--- src/rtl/camm_pkg.sv ---
package camm_pkg;

	localparam int DATA_W = 24;
	localparam int IDX_W  = 3;

	typedef logic signed [DATA_W-1:0] data_t;
	typedef logic [IDX_W-1:0]         idx_t;
	typedef logic [1:0]               mode_t;

	localparam mode_t MODE_ASSIGN = 2'd0;
	localparam mode_t MODE_ADD    = 2'd1;
	localparam mode_t MODE_SUB    = 2'd2;

	localparam data_t DATA_MAX = 24'sh7FFFFF;
	localparam data_t DATA_MIN = 24'sh800000;

	// controller to datapath
	typedef struct packed {
		logic wr_en;      // store one loaded word
		logic load_last;  // final word of a set, latch the mode
		logic rd_en;      // one multiply-accumulate step
		logic first;      // first step of an element
		logic last;       // last step of an element
		idx_t row;
		idx_t col;
		logic final_elem; // element at the bottom right corner
	} camm_cmd_t;

	// datapath to controller
	typedef struct packed {
		logic busy;       // a step is still in the pipeline
		logic out_busy;   // output register holds a word not taken this cycle
	} camm_sts_t;

endpackage

--- src/rtl/camm_ctrl.sv ---
module camm_ctrl #(
	parameter int DIM = 3,
	localparam int NE = DIM * DIM,
	localparam int AW = (NE > 1) ? $clog2(NE) : 1,
	localparam int IW = (DIM > 1) ? $clog2(DIM) : 1
) (
	input  logic                clk,
	input  logic                arst_n,
	input  logic                in_valid,
	output logic                in_ready,
	input  camm_pkg::camm_sts_t sts,
	output camm_pkg::camm_cmd_t cmd,
	output logic [AW-1:0]       wr_addr,
	output logic [AW-1:0]       a_rd_addr,
	output logic [AW-1:0]       b_rd_addr,
	output logic [AW-1:0]       c_rd_addr
);
	import camm_pkg::*;

	typedef enum logic [1:0] {
		S_LOAD,
		S_RUN,
		S_WAIT
	} state_t;

	state_t        state_q;
	logic [AW-1:0] ld_q;
	logic [AW-1:0] a_addr_q;
	logic [AW-1:0] b_addr_q;
	logic [AW-1:0] c_addr_q;
	logic [IW-1:0] i_q;
	logic [IW-1:0] j_q;
	logic [IW-1:0] k_q;
	logic          accept;
	logic          final_elem;

	assign in_ready   = (state_q == S_LOAD);
	assign accept     = in_valid && in_ready;
	assign final_elem = (i_q == IW'(DIM - 1)) && (j_q == IW'(DIM - 1));

	assign wr_addr   = ld_q;
	assign a_rd_addr = a_addr_q;
	assign b_rd_addr = b_addr_q;
	assign c_rd_addr = c_addr_q;

	always_comb begin
		cmd            = '0;
		cmd.wr_en      = accept;
		cmd.load_last  = accept && (ld_q == AW'(NE - 1));
		cmd.rd_en      = (state_q == S_RUN);
		cmd.first      = (k_q == '0);
		cmd.last       = (k_q == IW'(DIM - 1));
		cmd.row        = IDX_W'(i_q);
		cmd.col        = IDX_W'(j_q);
		cmd.final_elem = final_elem;
	end

	always_ff @(posedge clk or negedge arst_n) begin
		if (!arst_n) begin
			state_q  <= S_LOAD;
			ld_q     <= '0;
			a_addr_q <= '0;
			b_addr_q <= '0;
			c_addr_q <= '0;
			i_q      <= '0;
			j_q      <= '0;
			k_q      <= '0;
		end else begin
			unique case (state_q)
				S_LOAD: begin
					if (accept) begin
						if (ld_q == AW'(NE - 1)) begin
							ld_q     <= '0;
							i_q      <= '0;
							j_q      <= '0;
							k_q      <= '0;
							a_addr_q <= '0;
							b_addr_q <= '0;
							c_addr_q <= '0;
							state_q  <= S_RUN;
						end else begin
							ld_q <= ld_q + AW'(1);
						end
					end
				end
				S_RUN: begin
					// walk down column i of A and column j of B
					a_addr_q <= a_addr_q + AW'(DIM);
					b_addr_q <= b_addr_q + AW'(DIM);
					if (k_q == IW'(DIM - 1)) begin
						k_q     <= '0;
						state_q <= S_WAIT;
					end else begin
						k_q <= k_q + IW'(1);
					end
				end
				S_WAIT: begin
					if (final_elem) begin
						// final word must leave before the next set can overwrite it
						if (!sts.busy && !sts.out_busy) begin
							state_q <= S_LOAD;
						end
					end else if (!sts.busy && !sts.out_busy) begin
						c_addr_q <= c_addr_q + AW'(1);
						if (j_q == IW'(DIM - 1)) begin
							j_q      <= '0;
							i_q      <= i_q + IW'(1);
							a_addr_q <= AW'(i_q + IW'(1));
							b_addr_q <= '0;
						end else begin
							j_q      <= j_q + IW'(1);
							a_addr_q <= AW'(i_q);
							b_addr_q <= AW'(j_q + IW'(1));
						end
						state_q <= S_RUN;
					end
				end
				default: begin
					state_q <= S_LOAD;
				end
			endcase
		end
	end

endmodule

--- config.mk ---
export PLATFORM = sky130hd
export DESIGN_NAME = camm_ctrl
export DESIGN_NICKNAME = d
export VERILOG_FILES = /design/src/rtl/camm_pkg.sv /design/src/rtl/camm_ctrl.sv
export SDC_FILE = /design/constraint.sdc
export NUM_CORES = 1
export LEC_CHECK = 0
export BUFFER_PORTS_ARGS = -buffer_cell sky130_fd_sc_hd__buf_4
export CAP_MARGIN = 40
export CORE_MARGIN = 5
export CORE_UTILIZATION = 35
export CTS_BUF_LIST = sky130_fd_sc_hd__clkbuf_16
export CTS_CLUSTER_SIZE = 30
export DETAILED_ROUTE_END_ITERATION = 7
export SLEW_MARGIN = 20
export SYNTH_ARGS = -nofsm -noshare
export SYNTH_HDL_FRONTEND = slang
export SYNTH_SLANG_ARGS = --single-unit
--- constraint.sdc ---
create_clock -name clk -period 5.6 [get_ports clk]
set_input_delay 0 -clock clk [delete_from_list [all_inputs] [get_ports clk]]
set_output_delay 0 -clock clk [all_outputs]
set_load 0.1 [all_outputs]
==> results of run 1 <==
==> stage by stage <==
stage / setup WS (ps) / cells
floorplan: 2977 / 178
global placement: 3378 / 248
detailed placement: 3293 / 248
CTS: 3261 / 253
global route: 3096 / 253
finish: 3286 / 253
==> cell usage after synthesis, types with 4 or more instances <==
cell type	instances
o21ai_0	25
dfrtp_1	24
a22o_1	5
inv_1	15
nand2_1	14
buf_4	5
nor2b_1	4
nand3_1	10
a21oi_1	6
nor2_1	4
clkbuf_1	4
ha_1	11
nand2b_1	5
==> path summary, 6_finish.rpt <==
kind / endpoint / slack, ps / cells past startpoint
setup / recovery: j_q[0]$_DFFE_PN0P_ / 3290 / 6
hold / removal: k_q[1]$_DFFE_PN0P_ / 120 / 3
setup reg to reg: j_q[0]$_DFFE_PN0P_ / 3290 / 6
hold reg to reg: a_rd_addr[0]$_DFFE_PN0P_ / 550 / 1
max in group asynchronous: k_q[1]$_DFFE_PN0P_ / 5180 / 2
min in group asynchronous: b_rd_addr[1]$_DFFE_PN0P_ / 180 / 2
==> worst register-to-register path, delay by kind of cell (launching register included) <==
| kind | cells | cell delay, ps |
|---|---|---|
| multiplexers | 1 | 330 |
| AND/OR/NAND/NOR | 2 | 600 |
| flip-flops | 1 | 410 |
| adder cells (fa/ha/maj) | 1 | 560 |
| AO/OA/AOI/OAI | 1 | 230 |
| buffers and inverters | 1 | 90 |
==> cell type report <==
cell class                 instances  area share
tap                               52     0.03355
clock buffer                       3     0.03871
sequential                        24      0.3097
inverter                          15     0.02903
clock inverter                     1     0.01548
timing repair buffer              32      0.1252
multi-input combinational        126      0.4484
==> state kept, by name (all words and copies together) (netlist names) <==
signal	flops
c_rd_addr	4
a_rd_addr	4
state_q	2
k_q	2
b_rd_addr	4
wr_addr	4
j_q	2
i_q	2
==> repair_timing <==
| item | CTS | global route |
|---|---|---|
| endpoints found under the hold margin | 24 | 0 |
| endpoints found under the setup margin | 0 | 0 |
| hold buffers | 1 | 0 |
==> logic make-up after synthesis <==
family	count (synthesis)	synth area share
AO/OA/AOI/OAI	56	0.2406
AND/OR/NAND/NOR	51	0.1680
buffers and inverters	28	0.08437
flip-flops	24	0.3750
adder cells (fa/ha/maj)	11	0.08594
multiplexers	5	0.03828
other	1	0.002342
XOR/XNOR	1	0.005470
==> cells in the final DEF, fill, tap and decap left out, types with 3 or more instances in the layout <==
cell type / synthesis / final
a22o_1: 5 / 5
a21oi_1: 6 / 6
buf_4: 5 / 31
nand3b_1: 3 / 3
inv_1: 15 / 15
o21ai_0: 25 / 25
nand2_1: 14 / 14
clkbuf_16: 0 / 3
o211ai_1: 3 / 3
nor2_1: 4 / 4
and2_1: 3 / 3
dfrtp_1: 24 / 24
nand2b_1: 5 / 5
or3_1: 3 / 3
nand3_1: 10 / 10
nor2b_1: 4 / 4
ha_1: 11 / 11
==> routing by layer <==
layer,GRT usage,share of wire
met5,0,0
met4,0.02577,0.0078
met3,0.03125,0.056
met2,0.1987,0.47
met1,0.1762,0.47
==> metrics.md, run 1 <==
| Metric | Value |
|---|---|
| Post_cts resized | 0 |
| Slew headroom | 0.5849 |
| Avg Inst Size Synth | 9.048 um^2 |
| Number of synthesized flops with an enable pin | 0 |
| Reg area | 600.6 um^2 |
| Crit path cell chain | inv_1, ha_1, nand4b_1, o21ai_0, or2_1, mux2_4 |
| Crit Path Category | flip-flop to flip-flop |
| Final hold violation count | 0 |
| Hold Path Class | input port to flip-flop |
| Clk_lat worst skew | 260 ps |
| Clock Path Buffers | 2 |
| First-pass GRT wire length | 6.354 mm |
| I/O Buffers | 31 |
| # diodes | 0 |
| Drc violations | 0 |
| CP bufs+invs | 1 |
| # setup viols final | 0 |
| Yosys warning count | 0 |
| H-tree depth | 1 |
| Hold Crit Start | in_valid |
| Vias post-DR | 1,350 |
| Post-synth cell types | 42 |
| Grt total ovfl | 0 |
| Pins Over Slew Limit | 0 |
| Clock-pin slew on the worst setup and hold paths | 70 ps |
| CTS tree | done |
| Ys async rst share | 1.000 |
| Die H | 77.65 um |
| Worst Skew | 4.692 ps |
| CP max-delay cell | ha_1 |
| Startpoint Class | flip-flop |
| CTS buffer count | 3 |
| Die width | 77.65 um |
| Row count | 24 |
| DR iter-0 viols | 55 |
| Initial antenna violation count | 0 |
| Detail Route Antenna Nets | 0 |
| Crit. Startpoint | state_q[0]$_DFFE_PN0P_ |
| Nets | 218 |
| Layout cells sized above 1 | 0.2040 |
| Ranking of synthesized cells by area | dfrtp_1 38%, ha_1 8.6%, o21ai_0 7.8% |
| Max Clk Rate | 432.1 MHz |
| Status | finished clean |
| Dpl hpwl | 2.610 mm |
| Data arrival, critical path | 2460 ps |
| RR Startpoint | state_q[0]$_DFFE_PN0P_ |
| Post-CTS Setup Bufs | 0 |
| Crit path max-delay family | simple AND/OR/NAND/NOR gates |
| Gr usage total | 0.1263 |
| Vias in the first global route | 1,344 |
| Yosys reg bits | 24 |
| WL final | 3.584 mm |
| Avg WL per Cell | 14.17 um |
| Multi-input gate area | 869.6 um^2 |
| Pre-antenna DRT Iters | 5 |
| Initial Util | 0.3653 |
| Root Driver | clkbuf_16 |
| RePlAce Congestion | 0.7453 |
| Vias/cell | 5.336 |
| Area grow syn2layout | 21.09% |
| Synth top area share | 0.3750 |
| Final setup TNS | 0 ps |
| Largest net degree at the start of global routing | 25 |
| Worst-path maximum fanout | 19 |
| RSZ-0062 raised after global routing | no |
| Worst setup EP type | flip-flop |
| Register area share after synthesis | 0.3750 |
| Fill cell total of the finished layout | 440 |
| Worst path required time | 5750 ps |
| Least-Margin Pin Slew | 622.6 ps |
| Design Area, Final | 1939 um^2 |
| Largest area contributor in the netlist | dfrtp_1 |
| Io pins | 34 |
| Max Cap Viol | 0 |
| Worst hold slack | 124.5 ps |
| Clock sinks | 24 |
| Syn Inst Count | 177 |
| CP peak stage delay | 560 ps |
| Util after Layout | 0.4424 |
| Post-Syn Area | 1602 um^2 |
| Top FF cell, synth | dfrtp_1 |
| Final period utilization | 0.4133 |
| Die area | 6029 um^2 |
| DP Area | 1824 um^2 |
| Crit path time final | 2314 ps |
| Core Area | 4384 um^2 |
Power of run 1 is left out: the tool's default activity adds up to more than one toggle a clock period on the data nets, which glitch-free logic cannot reach.
==> run 2: changes to the inputs <==
==> constraint.sdc (replaced) <==
create_clock -name clk -period 2.32 [get_ports clk]
set_input_delay 0 -clock clk [delete_from_list [all_inputs] [get_ports clk]]
set_output_delay 0 -clock clk [all_outputs]
set_load 0.1 [all_outputs]
==> run 2 against run 1 <==
Via count is 0.59% lower. Design area is 1.7% higher. Routed wire length is 3.3% higher. Final cell count is 1.2% higher. Critical path depth stayed put. Largest cell class unchanged.
==> metrics.md, run 2 (synthesized netlist as in run 1, its figures left out) <==
| Metric | Value |
|---|---|
| Crit path time final | 1988 ps |
| WL final | 3.702 mm |
| Grt total ovfl | 0 |
| CTS buffer count | 3 |
| Vias/cell | 5.242 |
| H-tree depth | 1 |
| Hold Crit Start | in_valid |
| Dpl cells | 251 |
| # diodes | 0 |
| Area grow syn2layout | 23.12% |
| First-pass GRT wire length | 6.348 mm |
| Layout cells sized above 1 | 0.2451 |
| Clock sinks | 24 |
| Worst R2R Path Depth | 6 |
| Pre-antenna DRT Iters | 4 |
| Worst Skew | 6.833 ps |
| Initial Util | 0.3653 |
| RR Startpoint | state_q[0]$_DFFE_PN0P_ |
| Status | finished clean |
| Vias post-DR | 1,342 |
| Most common cell after layout, fill and taps aside | buf_4 |
| Nets | 221 |
| Die H | 77.65 um |
| Post-CTS Setup Bufs | 0 |
| RePlAce Congestion | 0.8086 |
| Clock-pin slew on the worst setup and hold paths | 70 ps |
| Clock Path Buffers | 2 |
| Initial antenna violation count | 0 |
| Final hold violation count | 0 |
| Clk_lat worst skew | 260 ps |
| Io pins | 34 |
| Root Driver | clkbuf_16 |
| Die width | 77.65 um |
| Hold Path Class | input port to flip-flop |
| Final period utilization | 0.8571 |
| Worst-path maximum fanout | 11 |
| Least-Margin Pin Slew | 530.0 ps |
| Worst hold slack | 129.6 ps |
| Die area | 6029 um^2 |
| CTS tree | done |
| Row count | 24 |
| Detail Route Antenna Nets | 0 |
| Avg WL per Cell | 14.46 um |
| Drc violations | 0 |
| Crit. Startpoint | state_q[0]$_DFFE_PN0P_ |
| Max Clk Rate | 502.9 MHz |
| Gr usage total | 0.1281 |
| Reg2reg end | j_q[0]$_DFFE_PN0P_ |
| # setup viols final | 0 |
| Max Cap Viol | 0 |
| Pins Over Slew Limit | 0 |
| Worst setup EP type | flip-flop |
| Slew headroom | 0.6437 |
| Data arrival, critical path | 2140 ps |
| Crit Path Category | flip-flop to flip-flop |
| Critical Path End | j_q[0]$_DFFE_PN0P_ |
| Core Area | 4384 um^2 |
| DR iter-0 viols | 92 |
| Dpl hpwl | 2.740 mm |
| Most frequent cells in the layout | 34 x buf_4, 25 x o21ai_0, 20 x dfrtp_1 |
| Worst path required time | 2470 ps |
| Reg2reg setup slack | 330 ps |
| Largest net degree at the start of global routing | 25 |
| Vias in the first global route | 1,312 |
| Fin cells | 256 |
| I/O Buffers | 31 |
| RSZ-0062 raised after global routing | no |
| Startpoint Class | flip-flop |
## run 2: cell count changes in the layout (fill, tap and decap cells not counted), sizes merged
cell / delta
buf: +3
## run 2: per-stage QoR
stage                 util  setup TNS, ps  area [um^2]  worst slack, ps
floorplan                -         -12.36         1613           -12.36
global placement    0.4229              0         1854            325.5
detailed placement  0.4229              0         1854            242.9
CTS                 0.4492              0         1969            234.0
global route        0.4498              0         1972            88.77
finish              0.4498              0         1972            331.6
## run 2: critical path, cell delays in order, from the launching register on
cell,delay (ps)
dfrtp_1,410
inv_1,90
ha_1,360
nand4b_1,220
o21ai_0,230
or2_4,260
mux2_4,300
## run 2: how the worst min path moves through the flow
| stage | to | slack, ps | cells past startpoint |
|---|---|---|---|
| after CTS | k_q[1]$_DFFE_PN0P_ | 130 | 3 |
| after detailed placement | a_rd_addr[2]$_DFFE_PN0P_ | -70 | 1 |
| after floorplan | a_rd_addr[0]$_DFFE_PN0P_ | -300 | 0 |
| final | k_q[1]$_DFFE_PN0P_ | 130 | 3 |
| after global routing | k_q[0]$_DFFE_PN0P_ | 160 | 3 |
| after global placement | b_rd_addr[2]$_DFFE_PN0P_ | -80 | 1 |
## run 2: cell type report
cell class              count  area, um^2
clock inverters             1       30.03
fillers                   435        2412
inverters                  15       56.30
clock buffers               3       75.07
well taps                  52       65.06
multi-input cells         126       874.6
repair buffers             35       265.3
flip-flops and latches     24       605.6
## run 2: routing by layer
| layer | up-vias | GRT usage | part of all wire |
|---|---|---|---|
| met1 | 627 | 0.1844 | 0.49 |
| met4 | 0 | 0.04124 | 0.013 |
| met3 | 6 | 0.02199 | 0.039 |
| met2 | 29 | 0.1945 | 0.46 |
| li1 | 680 | - | - |
| met5 | - | 0 | 0 |
## run 2: timing repair
action | in CTS | in global routing
setup endpoints to repair | 0 | 2
hold buffers | 1 | 0
gates resized for setup | 0 | 1
hold endpoints to repair | 24 | 0
Power of run 2 is left out for the same reason.
